==> src/sv/sbk_pkg.sv <==
// Shared types and constants for the sort-by-key and gap-energy block.
// Holds field widths, write-select codes and the controller/datapath structs.
// No dependencies.
package sbk_pkg;

    localparam int ID_W       = 8;
    localparam int POS_W      = 8;
    localparam int ENERGY_W   = 17;
    localparam int ACC_W      = 16;
    localparam int S_TDATA_W  = 16;
    localparam int M_TDATA_W  = 40;

    localparam int ENERGY_MAX = 65535;
    localparam int ENERGY_MIN = -64;

    // store write source
    localparam logic [1:0] WSEL_IN  = 2'd0;
    localparam logic [1:0] WSEL_MIN = 2'd1;
    localparam logic [1:0] WSEL_A   = 2'd2;

    typedef struct packed {
        logic       mem_re;
        logic       mem_we;
        logic [1:0] wsel;
        logic       load_a;
        logic       cmp_en;
        logic       cost_en;
        logic       cost_first;
        logic       cost_last;
        logic       clear_cost;
        logic       finish_cost;
        logic       out_load;
        logic       out_last;
    } sbk_cmd_t;

    typedef struct packed {
        logic swap_needed;
        logic out_free;
    } sbk_stat_t;

endpackage

==> src/sv/sbk_datapath.sv <==
// Datapath: element store, minimum search registers, gap cost pipeline and
// output register. Driven by sbk_ctrl through sbk_cmd_t; depends on sbk_pkg.
module sbk_datapath
    import sbk_pkg::*;
#(
    parameter int MAX_LIST = 64,
    parameter int KEY_BITS = 8,
    localparam int IDX_W   = $clog2(MAX_LIST),
    localparam int CNT_W   = $clog2(MAX_LIST + 1)
) (
    input  logic                 aclk,
    input  logic                 aresetn,
    input  logic                 cfg_valid,
    input  logic                 cfg_data,
    input  logic [ID_W-1:0]      in_id,
    input  logic [POS_W-1:0]     in_pos,
    input  sbk_cmd_t             cmd,
    input  logic [IDX_W-1:0]     rd_addr,
    input  logic [IDX_W-1:0]     wr_addr,
    input  logic [IDX_W-1:0]     cmp_idx,
    input  logic [CNT_W-1:0]     n_cnt,
    output sbk_stat_t            stat,
    output logic                 m_tvalid,
    input  logic                 m_tready,
    output logic [M_TDATA_W-1:0] m_tdata,   // [7:0] sorted_id, [15:8] sorted_position,
                                            // [32:16] gap_energy, [39:33] zero
    output logic                 m_tlast    // last_out
);

    localparam int WORD_W = ID_W + KEY_BITS;
    localparam int G_W    = KEY_BITS + 2;
    localparam int SQ_W   = 2 * KEY_BITS + 1;
    localparam int SUM_W  = ((SQ_W > ACC_W) ? SQ_W : ACC_W) + 1;
    localparam int LIN_W  = ((KEY_BITS > CNT_W) ? KEY_BITS : CNT_W) + 2;

    logic [WORD_W-1:0]          mem [MAX_LIST];
    logic [WORD_W-1:0]          rdata_reg;
    logic [WORD_W-1:0]          a_word_reg;
    logic [WORD_W-1:0]          min_word_reg;
    logic [IDX_W-1:0]           min_idx_reg;
    logic                       energy_mode_reg;
    logic [KEY_BITS-1:0]        prev_key_reg;
    logic [KEY_BITS-1:0]        first_key_reg;
    logic [KEY_BITS-1:0]        last_key_reg;
    logic [SQ_W-1:0]            sq_reg;
    logic                       sq_valid_reg;
    logic [ACC_W-1:0]           acc_reg;
    logic signed [ENERGY_W-1:0] energy_reg;
    logic                       out_valid_reg;
    logic [ID_W-1:0]            out_id_reg;
    logic [POS_W-1:0]           out_pos_reg;
    logic                       out_last_reg;
    logic signed [ENERGY_W-1:0] out_energy_reg;

    logic [WORD_W-1:0]          wdata;
    logic [IDX_W-1:0]           waddr;
    logic [KEY_BITS-1:0]        in_key;
    logic [KEY_BITS-1:0]        rd_key;
    logic [KEY_BITS-1:0]        min_key;
    logic [15:0]                rd_key_ext;
    logic signed [G_W-1:0]      gap;
    logic signed [2*G_W-1:0]    gap_sq;
    logic [SUM_W-1:0]           acc_sum;
    logic [ACC_W-1:0]           acc_sat;
    logic signed [LIN_W-1:0]    lin;
    logic signed [ENERGY_W-1:0] lin_sat;

    assign in_key     = KEY_BITS'(in_pos);
    assign rd_key     = rdata_reg[KEY_BITS-1:0];
    assign min_key    = min_word_reg[KEY_BITS-1:0];
    assign rd_key_ext = 16'(rd_key);

    always_comb begin
        unique case (cmd.wsel)
            WSEL_MIN: begin
                wdata = min_word_reg;
                waddr = wr_addr;
            end
            WSEL_A: begin
                wdata = a_word_reg;
                waddr = min_idx_reg;
            end
            default: begin
                wdata = {in_id, in_key};
                waddr = wr_addr;
            end
        endcase
    end

    always_ff @(posedge aclk) begin
        if (cmd.mem_we) begin
            mem[waddr] <= wdata;
        end
        if (cmd.mem_re) begin
            rdata_reg <= mem[rd_addr];
        end
    end

    // minimum search: strict less-than keeps the first minimum
    always_ff @(posedge aclk) begin
        if (cmd.load_a) begin
            a_word_reg   <= rdata_reg;
            min_word_reg <= rdata_reg;
            min_idx_reg  <= cmp_idx;
        end else if (cmd.cmp_en && (rd_key < min_key)) begin
            min_word_reg <= rdata_reg;
            min_idx_reg  <= cmp_idx;
        end
    end

    assign stat.swap_needed = a_word_reg[WORD_W-1 -: ID_W] != min_word_reg[WORD_W-1 -: ID_W];
    assign stat.out_free    = !out_valid_reg || m_tready;

    // gap cost: square in one stage, saturating accumulate in the next
    assign gap     = $signed(G_W'(rd_key)) - $signed(G_W'(prev_key_reg)) - $signed(G_W'(1));
    assign gap_sq  = gap * gap;
    assign acc_sum = SUM_W'(acc_reg) + SUM_W'(sq_reg);
    assign acc_sat = (acc_sum > SUM_W'(ENERGY_MAX)) ? ACC_W'(ENERGY_MAX) : acc_sum[ACC_W-1:0];

    assign lin = $signed(LIN_W'(last_key_reg)) - $signed(LIN_W'(first_key_reg))
               - $signed(LIN_W'(n_cnt - CNT_W'(1)));

    always_comb begin
        if (lin < ENERGY_MIN) begin
            lin_sat = ENERGY_W'(ENERGY_MIN);
        end else if (lin > ENERGY_MAX) begin
            lin_sat = ENERGY_W'(ENERGY_MAX);
        end else begin
            lin_sat = ENERGY_W'(lin);
        end
    end

    always_ff @(posedge aclk) begin
        if (cmd.cost_en) begin
            prev_key_reg <= rd_key;
            sq_reg       <= gap_sq[SQ_W-1:0];
            if (cmd.cost_first) begin
                first_key_reg <= rd_key;
            end
            if (cmd.cost_last) begin
                last_key_reg <= rd_key;
            end
        end
        if (cmd.finish_cost) begin
            energy_reg <= energy_mode_reg ? $signed({1'b0, acc_reg}) : lin_sat;
        end
    end

    always_ff @(posedge aclk) begin
        if (!aresetn) begin
            sq_valid_reg    <= 1'b0;
            acc_reg         <= '0;
            energy_mode_reg <= 1'b1;
        end else begin
            if (cfg_valid) begin
                energy_mode_reg <= cfg_data;
            end
            if (cmd.clear_cost) begin
                sq_valid_reg <= 1'b0;
                acc_reg      <= '0;
            end else begin
                sq_valid_reg <= cmd.cost_en && !cmd.cost_first;
                if (sq_valid_reg) begin
                    acc_reg <= acc_sat;
                end
            end
        end
    end

    // output register: hold the word until taken
    always_ff @(posedge aclk) begin
        if (!aresetn) begin
            out_valid_reg <= 1'b0;
        end else if (cmd.out_load) begin
            out_valid_reg <= 1'b1;
        end else if (m_tready) begin
            out_valid_reg <= 1'b0;
        end
    end

    always_ff @(posedge aclk) begin
        if (cmd.out_load) begin
            out_id_reg     <= rdata_reg[WORD_W-1 -: ID_W];
            out_pos_reg    <= rd_key_ext[POS_W-1:0];
            out_last_reg   <= cmd.out_last;
            out_energy_reg <= cmd.out_last ? energy_reg : '0;
        end
    end

    assign m_tvalid = out_valid_reg;
    assign m_tlast  = out_last_reg;
    assign m_tdata  = {(M_TDATA_W - ENERGY_W - POS_W - ID_W)'(0),
                       out_energy_reg, out_pos_reg, out_id_reg};

endmodule

==> src/sv/sbk_ctrl.sv <==
// Controller: load, selection sort passes, cost sweep and emission sequencing.
// Issues sbk_cmd_t to sbk_datapath and reads sbk_stat_t; depends on sbk_pkg.
module sbk_ctrl
    import sbk_pkg::*;
#(
    parameter int MAX_LIST = 64,
    localparam int IDX_W   = $clog2(MAX_LIST),
    localparam int CNT_W   = $clog2(MAX_LIST + 1)
) (
    input  logic             aclk,
    input  logic             aresetn,
    input  logic             s_tvalid,
    output logic             s_tready,
    input  logic             s_tlast,
    output sbk_cmd_t         cmd,
    output logic [IDX_W-1:0] rd_addr,
    output logic [IDX_W-1:0] wr_addr,
    output logic [IDX_W-1:0] cmp_idx,
    output logic [CNT_W-1:0] n_cnt,
    input  sbk_stat_t        stat
);

    localparam logic [3:0] ST_LOAD      = 4'd0;
    localparam logic [3:0] ST_PASS      = 4'd1;
    localparam logic [3:0] ST_PASS_A    = 4'd2;
    localparam logic [3:0] ST_SCAN      = 4'd3;
    localparam logic [3:0] ST_SWAP      = 4'd4;
    localparam logic [3:0] ST_SWAP2     = 4'd5;
    localparam logic [3:0] ST_COST_RD   = 4'd6;
    localparam logic [3:0] ST_COST      = 4'd7;
    localparam logic [3:0] ST_COST_WAIT = 4'd8;
    localparam logic [3:0] ST_COST_DONE = 4'd9;
    localparam logic [3:0] ST_EMIT_RD   = 4'd10;
    localparam logic [3:0] ST_EMIT_LD   = 4'd11;

    logic [3:0]       state_reg, state_next;
    logic [CNT_W-1:0] fill_reg, fill_next;
    logic [CNT_W-1:0] n_reg, n_next;
    logic [IDX_W-1:0] a_reg, a_next;
    logic [CNT_W-1:0] b_reg, b_next;
    logic [IDX_W-1:0] e_reg, e_next;

    logic             accept;
    logic             has_room;
    logic [CNT_W-1:0] b_prev;
    logic [CNT_W:0]   a_plus2;
    logic             sort_more;
    logic             e_last;

    assign s_tready  = (state_reg == ST_LOAD);
    assign accept    = s_tvalid && s_tready;
    assign has_room  = fill_reg < CNT_W'(MAX_LIST);
    assign b_prev    = b_reg - CNT_W'(1);
    assign a_plus2   = (CNT_W + 1)'(a_reg) + (CNT_W + 1)'(2);
    assign sort_more = a_plus2 < {1'b0, n_reg};
    assign e_last    = (CNT_W'(e_reg) + CNT_W'(1)) == n_reg;
    assign n_cnt     = n_reg;

    always_comb begin
        state_next = state_reg;
        fill_next  = fill_reg;
        n_next     = n_reg;
        a_next     = a_reg;
        b_next     = b_reg;
        e_next     = e_reg;
        cmd        = '0;
        cmd.wsel   = WSEL_IN;
        rd_addr    = b_reg[IDX_W-1:0];
        wr_addr    = a_reg;
        cmp_idx    = b_prev[IDX_W-1:0];

        unique case (state_reg)
            ST_LOAD: begin
                if (accept) begin
                    // drop the word when the store is full
                    if (has_room) begin
                        cmd.mem_we = 1'b1;
                        wr_addr    = fill_reg[IDX_W-1:0];
                        fill_next  = fill_reg + CNT_W'(1);
                    end
                    if (s_tlast) begin
                        cmd.clear_cost = 1'b1;
                        n_next         = has_room ? fill_reg + CNT_W'(1) : fill_reg;
                        fill_next      = '0;
                        a_next         = '0;
                        state_next     = (n_next < CNT_W'(2)) ? ST_COST_RD : ST_PASS;
                    end
                end
            end
            ST_PASS: begin
                cmd.mem_re = 1'b1;
                rd_addr    = a_reg;
                b_next     = CNT_W'(a_reg) + CNT_W'(1);
                state_next = ST_PASS_A;
            end
            ST_PASS_A: begin
                cmd.load_a = 1'b1;
                cmp_idx    = a_reg;
                cmd.mem_re = 1'b1;
                b_next     = b_reg + CNT_W'(1);
                state_next = ST_SCAN;
            end
            ST_SCAN: begin
                cmd.cmp_en = 1'b1;
                if (b_reg < n_reg) begin
                    cmd.mem_re = 1'b1;
                    b_next     = b_reg + CNT_W'(1);
                end else begin
                    state_next = ST_SWAP;
                end
            end
            ST_SWAP: begin
                if (stat.swap_needed) begin
                    cmd.mem_we = 1'b1;
                    cmd.wsel   = WSEL_MIN;
                    state_next = ST_SWAP2;
                end else begin
                    a_next     = a_reg + IDX_W'(1);
                    state_next = sort_more ? ST_PASS : ST_COST_RD;
                end
            end
            ST_SWAP2: begin
                cmd.mem_we = 1'b1;
                cmd.wsel   = WSEL_A;
                a_next     = a_reg + IDX_W'(1);
                state_next = sort_more ? ST_PASS : ST_COST_RD;
            end
            ST_COST_RD: begin
                cmd.mem_re = 1'b1;
                rd_addr    = '0;
                b_next     = CNT_W'(1);
                state_next = ST_COST;
            end
            ST_COST: begin
                cmd.cost_en    = 1'b1;
                cmd.cost_first = (b_reg == CNT_W'(1));
                cmd.cost_last  = (b_reg == n_reg);
                if (b_reg < n_reg) begin
                    cmd.mem_re = 1'b1;
                    b_next     = b_reg + CNT_W'(1);
                end else begin
                    state_next = ST_COST_WAIT;
                end
            end
            ST_COST_WAIT: begin
                state_next = ST_COST_DONE;
            end
            ST_COST_DONE: begin
                cmd.finish_cost = 1'b1;
                e_next          = '0;
                state_next      = ST_EMIT_RD;
            end
            ST_EMIT_RD: begin
                cmd.mem_re = 1'b1;
                rd_addr    = e_reg;
                state_next = ST_EMIT_LD;
            end
            ST_EMIT_LD: begin
                if (stat.out_free) begin
                    cmd.out_load = 1'b1;
                    cmd.out_last = e_last;
                    if (e_last) begin
                        state_next = ST_LOAD;
                    end else begin
                        e_next     = e_reg + IDX_W'(1);
                        state_next = ST_EMIT_RD;
                    end
                end
            end
            default: begin
                state_next = ST_LOAD;
            end
        endcase
    end

    always_ff @(posedge aclk) begin
        if (!aresetn) begin
            state_reg <= ST_LOAD;
            fill_reg  <= '0;
            n_reg     <= '0;
            a_reg     <= '0;
            b_reg     <= '0;
            e_reg     <= '0;
        end else begin
            state_reg <= state_next;
            fill_reg  <= fill_next;
            n_reg     <= n_next;
            a_reg     <= a_next;
            b_reg     <= b_next;
            e_reg     <= e_next;
        end
    end

    a_fill_bound: assert property (@(posedge aclk) disable iff (!aresetn)
        fill_reg <= CNT_W'(MAX_LIST))
        else $error("fill count beyond store depth");

    a_swap_order: assert property (@(posedge aclk) disable iff (!aresetn)
        (state_reg == ST_SWAP2) |-> ($past(state_reg) == ST_SWAP && $past(stat.swap_needed)))
        else $error("second swap write without first");

    a_out_free: assert property (@(posedge aclk) disable iff (!aresetn)
        cmd.out_load |-> stat.out_free)
        else $error("output register overwritten while held");

    a_scan_range: assert property (@(posedge aclk) disable iff (!aresetn)
        (state_reg == ST_SCAN) |-> (CNT_W'(a_reg) < n_reg && b_reg <= n_reg))
        else $error("scan outside stored list");

endmodule

==> src/sv/sort_by_key_and_gap_energy.sv <==
// Throughput: one input word per cycle while loading. After the word with tlast,
// the list is sorted by selection sort passes (the minimum and the pass head are
// written back on an exchange), then swept once for the gap cost, then emitted one
// result word at a time; all reads go through the single read port of the element
// store. Results wait in an output register. Reset (aresetn low, synchronous)
// clears control state and sets energy_mode to 1; the element store is not cleared.
module sort_by_key_and_gap_energy
    import sbk_pkg::*;
#(
    parameter int MAX_LIST = 64,
    parameter int KEY_BITS = 8
) (
    input  logic                 aclk,
    input  logic                 aresetn,
    input  logic                 s_tvalid,
    output logic                 s_tready,
    input  logic [S_TDATA_W-1:0] s_tdata,   // [7:0] prey_id, [15:8] prey_position
    input  logic                 s_tlast,   // last_in
    output logic                 m_tvalid,
    input  logic                 m_tready,
    output logic [M_TDATA_W-1:0] m_tdata,   // [7:0] sorted_id, [15:8] sorted_position,
                                            // [32:16] gap_energy, [39:33] zero
    output logic                 m_tlast,   // last_out
    input  logic                 cfg_valid,
    output logic                 cfg_ready,
    input  logic                 cfg_data   // energy_mode
);

    localparam int IDX_W = $clog2(MAX_LIST);
    localparam int CNT_W = $clog2(MAX_LIST + 1);

    sbk_cmd_t         cmd;
    sbk_stat_t        stat;
    logic [IDX_W-1:0] rd_addr;
    logic [IDX_W-1:0] wr_addr;
    logic [IDX_W-1:0] cmp_idx;
    logic [CNT_W-1:0] n_cnt;

    assign cfg_ready = 1'b1;

    sbk_ctrl #(
        .MAX_LIST (MAX_LIST)
    ) u_ctrl (
        .aclk     (aclk),
        .aresetn  (aresetn),
        .s_tvalid (s_tvalid),
        .s_tready (s_tready),
        .s_tlast  (s_tlast),
        .cmd      (cmd),
        .rd_addr  (rd_addr),
        .wr_addr  (wr_addr),
        .cmp_idx  (cmp_idx),
        .n_cnt    (n_cnt),
        .stat     (stat)
    );

    sbk_datapath #(
        .MAX_LIST (MAX_LIST),
        .KEY_BITS (KEY_BITS)
    ) u_datapath (
        .aclk      (aclk),
        .aresetn   (aresetn),
        .cfg_valid (cfg_valid && cfg_ready),
        .cfg_data  (cfg_data),
        .in_id     (s_tdata[ID_W-1:0]),
        .in_pos    (s_tdata[ID_W +: POS_W]),
        .cmd       (cmd),
        .rd_addr   (rd_addr),
        .wr_addr   (wr_addr),
        .cmp_idx   (cmp_idx),
        .n_cnt     (n_cnt),
        .stat      (stat),
        .m_tvalid  (m_tvalid),
        .m_tready  (m_tready),
        .m_tdata   (m_tdata),
        .m_tlast   (m_tlast)
    );

endmodule

==> config.mk <==
export PLATFORM = sky130hd
export DESIGN_NAME = sort_by_key_and_gap_energy
export DESIGN_NICKNAME = d
export VERILOG_FILES = /design/src/sv/sbk_pkg.sv /design/src/sv/sbk_datapath.sv /design/src/sv/sbk_ctrl.sv /design/src/sv/sort_by_key_and_gap_energy.sv
export SDC_FILE = /design/constraint.sdc
export NUM_CORES = 2
export LEC_CHECK = 0
export BUFFER_PORTS_ARGS = -buffer_cell sky130_fd_sc_hd__buf_2
export CAP_MARGIN = 15
export CORE_UTILIZATION = 30
export DETAILED_ROUTE_END_ITERATION = 10
export GPL_TIMING_DRIVEN = 0
export SYNTH_ARGS = -nofsm -noshare
export SYNTH_HDL_FRONTEND = slang
export SYNTH_SLANG_ARGS = --single-unit
==> constraint.sdc <==
create_clock -name aclk -period 17.3 [get_ports aclk]
set_clock_uncertainty 0.2 [all_clocks]
set_input_delay 3.46 -clock aclk [delete_from_list [all_inputs] [get_ports aclk]]
set_output_delay 3.46 -clock aclk [all_outputs]
set_load 0.02 [all_outputs]
==> impl_results.md <==
- Fillcell total: 17200
- Most frequent cells in the layout: edfxtp_1, nand2_1, nand3_1
- Worst Hold Class: register to register
- Worst Path Required: 17.59 ns
- Per-cell routed wire length: 22.7 um
- Final setup fails: 0
- Slew @ Worst Pin: 1.38 ns
- CP Class: register to register
- Post-synthesis cell type count: 82
- Dpl cells: 6922
- Worst path most repeated cell: inv_1
- Top_reg_cell synth: edfxtp_1
- TNS Setup: 0 ns
- Critical-path top delay cell: fa_1
- Rows: 155
- # hold bufs at CTS: 0
- Synth area leader: edfxtp_1
- Commonest non-fill, non-tap cell in the layout: edfxtp_1
- Grt ovf: 0
- Worst-path clk slew: 0.07 ns
- Multi-input gate area: 0.0165 mm2
- Share of cells above drive strength 1: 0.119
- Fin cells: 7158
- DIE HEIGHT: 427 um
- Crit-path max cell delay: 0.59 ns
- CTS Sinks: 1225
- Synth area leaders: edfxtp_1, nand2_1, nand3_1
- Drt total wl: 162 mm
- Post-CTS sizing: 0
- Syn_area_per_cell: 12.3 um2
- First drt pass iteration count: 7
- Die width: 427 um
- Initial antenna violation count: 1
- Post-CTS Setup Bufs: 0
- Register area: 0.0362 mm2
- Register area share after synthesis: 0.668
- Asr flop ratio synth: 0
- Layout Nets: 4907
- Core Area: 0.179 mm2
- Initial Utilization: 0.303
- Critical Path Source Type: register
- CP Max Fanout: 8
- TritonCTS Buffers: 130
- Port buffer count: 57
- Hpwl dp: 116 mm
- Fmax: 124 MHz
- Max Cap Viol: 0
- Final Hold Fails: 0
- Remaining antenna violation count: 0
- Number of global-route vias before repair: 34700
- Period utilisation layout: 0.467
- First-pass GRT wire length: 235 mm
- Largest net degree at the start of global routing: 45
- Crit path arrival time: 8.37 ns
- Number of antenna diodes: 0
- CTS root buf: clkbuf_16
- IO Pins: 67
- CTS tree: done
- Cells after synthesis: 4406
- Area growth syn-to-layout: 17.6%
- Maximum clock insertion buffer count: 3
- Tmin final: 8.07 ns
- Top cell type's share of synthesized area: 0.648
- DR DRC count: 0
- Unrepaired setup endpoints after global routing: false
- H-tree levels: 4
- Routed vias: 36800
- Warnings, synthesis: 0
- Status: finished clean
- Tot GR Track Use: 0.176
- Max FFs per register: 1024
- Vias per inst: 5.14
- Mapped Area: 0.0542 mm2
- Gpl congestion: 0.933
- Yosys reg bits: 1225
- Max-slew violation count: 0
- Number of DRC markers in iteration 0: 4789
- CP Capture Type: register
- EDFF count, synth: 1169
- Skew-Pair Late Insertion Delay: 0.78 ns
- Max-slew headroom: 0.0656
- Die outline area: 0.182 mm2
## layer usage
layer	GRT usage	part of all wire	vias up	wire (um)
li1	-	-	16500	-
met1	0.236	0.41	18200	66100
met2	0.277	0.46	1770	74800
met3	0.0330	0.091	275	14800
met4	0.0740	0.041	2	6650
met5	0	0.000080	-	13
## worst paths after layout
check / from / endpoint / slack [ns] / depth (start not counted)
worst max register to register: u_datapath.rdata_reg[0] / u_datapath.sq_reg[16] / 9.23 / 26
worst max-delay path: u_datapath.rdata_reg[0] / u_datapath.sq_reg[16] / 9.23 / 26
worst min-delay path: u_datapath.rdata_reg[13] / u_datapath.a_word_reg[13] / 0.27 / 0
worst min register to register: u_datapath.rdata_reg[13] / u_datapath.a_word_reg[13] / 0.27 / 0
## logic make-up (layout without fill, tap and decap cells)
kind of cell               after synthesis  after routing  synth area share
xor gates and xnor gates               104            104            0.0168
and+or+nand+nor                       1866           1866             0.152
buffers and inverters                  423            814            0.0334
adders and majority gates              183            183            0.0518
muxes                                   63             63            0.0117
other                                    2              8          0.000139
AOI/OAI and AO/OA                      540            540            0.0658
DFF                                   1225           1225             0.668
## layout make-up
class,instances,share of cell area
flip-flops and latches,1225,0.568
multi-input cells,2764,0.259
clock buffers,161,0.0542
well taps,2355,0.0462
repair buffers,157,0.0320
plain buffers,236,0.0174
clock inverters,73,0.0116
inverters,187,0.0110
## synth_stat cells, drive strengths merged (25+ instances only)
cell	n
nand2	1034
ha	114
xnor2	58
o21ai	92
fa	69
edfxtp	1169
a31oi	67
nand3	444
dfxtp	56
nor2	162
xor2	46
a22oi	25
nand4	37
a32oi	63
and2	30
clkbuf	97
nand2b	25
and3	25
mux2i	59
a21oi	156
buf	139
inv	184
## worst max-delay path, delay by kind of cell (launching register included)
| family | cells | cell delay, ns |
|---|---|---|
| simple gates | 2 | 0.37 |
| fa+ha+maj | 9 | 3.74 |
| mux | 1 | 0.30 |
| flops | 1 | 0.53 |
| compound gates | 6 | 1.58 |
| xor+xnor | 2 | 0.47 |
| buf+inv | 6 | 0.61 |
## per-stage QoR
stage	setup slack, ns	util	instance area [um2]	hold WS (ns)
after detailed placement	9.18	0.333	59500	0.262
final	9.23	0.356	63700	0.267
after global placement	4.16	0.321	57500	0.260
after CTS	9.13	0.356	63700	0.270
after global routing	8.68	0.356	63700	0.286
after floorplan	10.14	-	54200	0.240
Power is not shown: default switching activity piles up to over one toggle a cycle in this logic, so the estimate is an artifact.
